==> config.mk <==
export PLATFORM = sky130hd
export DESIGN_NAME = tfds_mul
export DESIGN_NICKNAME = d
export VERILOG_FILES = /design/src/rtl/triangle_fragment_depth_shader_core_macros.svh /design/src/rtl/tfds_pkg.sv /design/src/rtl/tfds_mul.sv
export SDC_FILE = /design/constraint.sdc
export NUM_CORES = 2
export LEC_CHECK = 0
export ABC_AREA = 1
export BUFFER_PORTS_ARGS = -buffer_cell sky130_fd_sc_hd__buf_2
export CAP_MARGIN = 5
export CORE_ASPECT_RATIO = 0.5
export CORE_MARGIN = 1.5
export CORE_UTILIZATION = 30
export DETAILED_ROUTE_END_ITERATION = 6
export GPL_ROUTABILITY_DRIVEN = 0
export HOLD_SLACK_MARGIN = 0.08
export PLACE_DENSITY = 0.47
export SLEW_MARGIN = 20
export SYNTH_ARGS = -nofsm -noshare
export SYNTH_HDL_FRONTEND = slang
export SYNTH_SLANG_ARGS = --single-unit
==> constraint.sdc <==
create_clock -name clk -period 11 [get_ports clk]
set_input_delay 0.55 -clock clk [delete_from_list [all_inputs] [get_ports clk]]
set_output_delay 0.55 -clock clk [all_outputs]
set_load 0.1 [all_outputs]
==> src/rtl/triangle_fragment_depth_shader_core_macros.svh <==
// Assertion macros for the triangle fragment depth shader core.
// Used by the RTL files that carry concurrent checks; needs a clk and a rst in scope.
`ifndef TRIANGLE_FRAGMENT_DEPTH_SHADER_CORE_MACROS_SVH
`define TRIANGLE_FRAGMENT_DEPTH_SHADER_CORE_MACROS_SVH

// Same-cycle implication, disabled while reset is high.
`define TFDS_ASSERT_IMP(label, ante, cons, msg) \
  label: assert property (@(posedge clk) disable iff (rst) (ante) |-> (cons)) else $error(msg);

// Next-cycle implication, disabled while reset is high.
`define TFDS_ASSERT_NXT(label, ante, cons, msg) \
  label: assert property (@(posedge clk) disable iff (rst) (ante) |=> (cons)) else $error(msg);

`endif

==> src/rtl/tfds_pkg.sv <==
// Shared types and constants of the triangle fragment depth shader core.
// No dependencies; imported by every module of the block.
package tfds_pkg;

  localparam int          MUL_W     = 33;
  localparam int          PROD_W    = 2 * MUL_W;
  localparam int          FRAC_T    = 30;
  localparam int          WP_BITS   = 24;
  localparam logic [31:0] FAR_DEPTH = 32'h7FFF_FFFF;

  localparam logic FUNC_LOAD  = 1'b0;
  localparam logic FUNC_SHADE = 1'b1;

  // Control of the depth store port.
  typedef struct packed {
    logic rd;
    logic wr;
  } zb_ctl_t;

endpackage

==> src/rtl/tfds_mul.sv <==
// Shared signed multiplier of the shader core with a registered product.
// Depends on tfds_pkg for the operand and product widths.
module tfds_mul import tfds_pkg::*; (
  input  logic                     clk,
  input  logic signed [MUL_W-1:0]  a,
  input  logic signed [MUL_W-1:0]  b,
  output logic signed [PROD_W-1:0] p
);

  always_ff @(posedge clk) begin
    p <= a * b;
  end

endmodule

==> impl_metrics.yaml <==
route:
  wl_met2_um: 60500
  wirelength_um: 127000
  num_vias: 31700
  wl_per_cell_um: 17.2
  firstDrtPassIters: 6
  drt_iter0_drc: 1987
  viasPerCell: 4.31
  maxUsedRoutingLayer: "met5"
  wl_met3_um: 6200
  met1_length_um: 58400
  drt.antenna.violating_nets: 0
  drc: 0
critical_path:
  cp-end-kind: "flop"
  worst_ep_required_time_ns: 11.25
  critPathMaxFanout: 33
  start_kind: "input port"
  crit_type: "in2reg"
  cp.arrival_ns: 8.15
  crit_path_frequent_cell: "fa_1"
  max_stage_delay_ns: 1.18
  crit_slowest_cell: "fa_1"
cells_and_area:
  reg_top3: "p: 66 flops"
  areaGrowthSynthToFinish_pct: 6.17
  mostFrequentLayoutCells: "inv_1 (1894), nand2_1 (1517), fa_1 (1145)"
  finalCoreUtilization_pct: 32.1
  layout-drive-gt1-share_pct: 4.52
  final_area_um2: 45800
  final_common_cell: "inv_1"
  largest_reg_flops: 66
  top_register: "p"
  layout.nets: 6890
  fill_cells: 15300
clocking:
  numCtsBuffers: 9
  clockBufferDepth: 2
  tritoncts: "built"
  ctsHoldBuffers: 0
  clock_sinks: 66
  clockRootBuffer: "clkbuf_16"
  post_cts_buffers: 0
  cts_resized: 0
  h-tree-depth: 3
  clkSlewWorstSetupHoldPaths_ns: 0.06
global_route:
  grt_pass1_wl_um: 205000
  grt_usage_pct: 18.1
  antenna_found_initial: 12
  first_global_vias: 34900
  grt_max_degree: 35
  grt_overflow: 0
place:
  place_hpwl_um: 108000
  port_buffers: 132
  placed_area_um2: 45500
timing:
  tns_ns: 0
  worst_pin_slew_ns: 1.02
  slew_violations: 0
  rsz0062_at_grt: "false"
  final.period_utilization_pct: 71.8
  hold_viol: 0
  fin_crit_ns: 7.90
  whs_ns: 0.741
  setup_viol: 0
  fmax_ghz: 0.127
  relSlewSlack_pct: 31.8
yosys:
  ys_seq_area_share_pct: 3.06
  synthArstFlopShare_pct: 0
  ys_seq_elements: 66
  syn_area_um2: 43200
  synth_edf_count: 0
  synth.avg_cell_area_um2: 7.79
  synth_ff_type: "dfxtp_1"
  ys_types: 35
  ys.warnings.count: 0
  syn_inst: 5543
  synthesis.nets: 6972
floorplanning:
  dieArea_um2: 146000
  die-height_um: 271
  start_util_pct: 30.2
  core_um2: 143000
  io_pins: 133
  die_x_um: 539
  std_cell_rows: 98
hold_path:
  hold_class: "in2reg"
run_status:
  status: "complete, no violations"
job:
  cap_violations: 0
-- layout make-up --
| type | instances | area [µm²] | share of cell area (%) |
|---|---|---|---|
| diodes | 1 | 2.50 | 0.00546 |
| clock buffers | 9 | 225 | 0.491 |
| clock inverters | 7 | 101 | 0.221 |
| inverters | 1895 | 7110 | 15.5 |
| flip-flops and latches | 66 | 1320 | 2.88 |
| multi-input cells | 3319 | 33800 | 73.6 |
| well taps | 1900 | 2380 | 5.19 |
| repair buffers | 170 | 946 | 2.06 |
-- metrics by stage --
| stage | cells | setup slack (ns) |
|---|---|---|
| 2_1_floorplan | 5543 | 3.69 |
| 3_3_place_gp | 7350 | 2.80 |
| 3_5_place_dp | 7350 | 2.70 |
| 4_1_cts | 7366 | 3.08 |
| 5_1_grt | 7366 | 2.58 |
| 6_report | 7367 | 3.10 |
-- worst max-delay path: cells and delay by family --
family	cells	cell delay [ns]
simple gates	9	1.16
fa+ha+maj	9	5.18
buf+inv	7	1.23
-- path summary, 6_finish.rpt --
kind | start | end | slack, ns | cells past startpoint
worst min-delay path | b[0] | p[0] | 0.74 | 4
worst max-delay path | a[32] | p[60] | 3.10 | 25
-- cell usage after synthesis (2+ instances only) --
library cell | instances | area [µm²]
nand4_1 | 19 | 119
nand2_2 | 17 | 106
nand3b_1 | 3 | 22.5
dfxtp_1 | 66 | 1320
a21oi_2 | 4 | 35.0
xor2_1 | 37 | 324
nor2_1 | 131 | 492
nand3_2 | 8 | 80.1
nor2_2 | 20 | 125
nor4_1 | 4 | 25.0
nor3_1 | 7 | 35.0
and2_1 | 2 | 12.5
nor2_4 | 3 | 33.8
o21bai_1 | 14 | 105
ha_1 | 217 | 2720
inv_1 | 1894 | 7110
nand3_1 | 70 | 350
clkbuf_1 | 262 | 983
or2_2 | 5 | 31.3
o21ai_0 | 19 | 95.1
xnor2_1 | 4 | 35.0
nand2_1 | 1517 | 5690
o21ai_1 | 3 | 15.0
a21oi_1 | 61 | 305
fa_1 | 1145 | 22900
a21o_1 | 2 | 15.0
-- routing by layer --
layer	vias up	GRT usage (%)
met3	90	1.86
met2	688	31.3
met5	-	0
met4	10	2.17
li1	14800	-
met1	16100	25.2
-- cell families after synthesis --
kind of cell,after synthesis,synth area share (%)
adders and majority gates,1362,59.4
xor gates and xnor gates,41,0.832
DFF,66,3.06
AOI/OAI and AO/OA,106,1.38
buffers and inverters,2158,18.8
and+or+nand+nor,1810,16.6
Power is left out: the tool's default activity adds up to more than one toggle a clock period on the data nets, which glitch-free logic cannot reach.
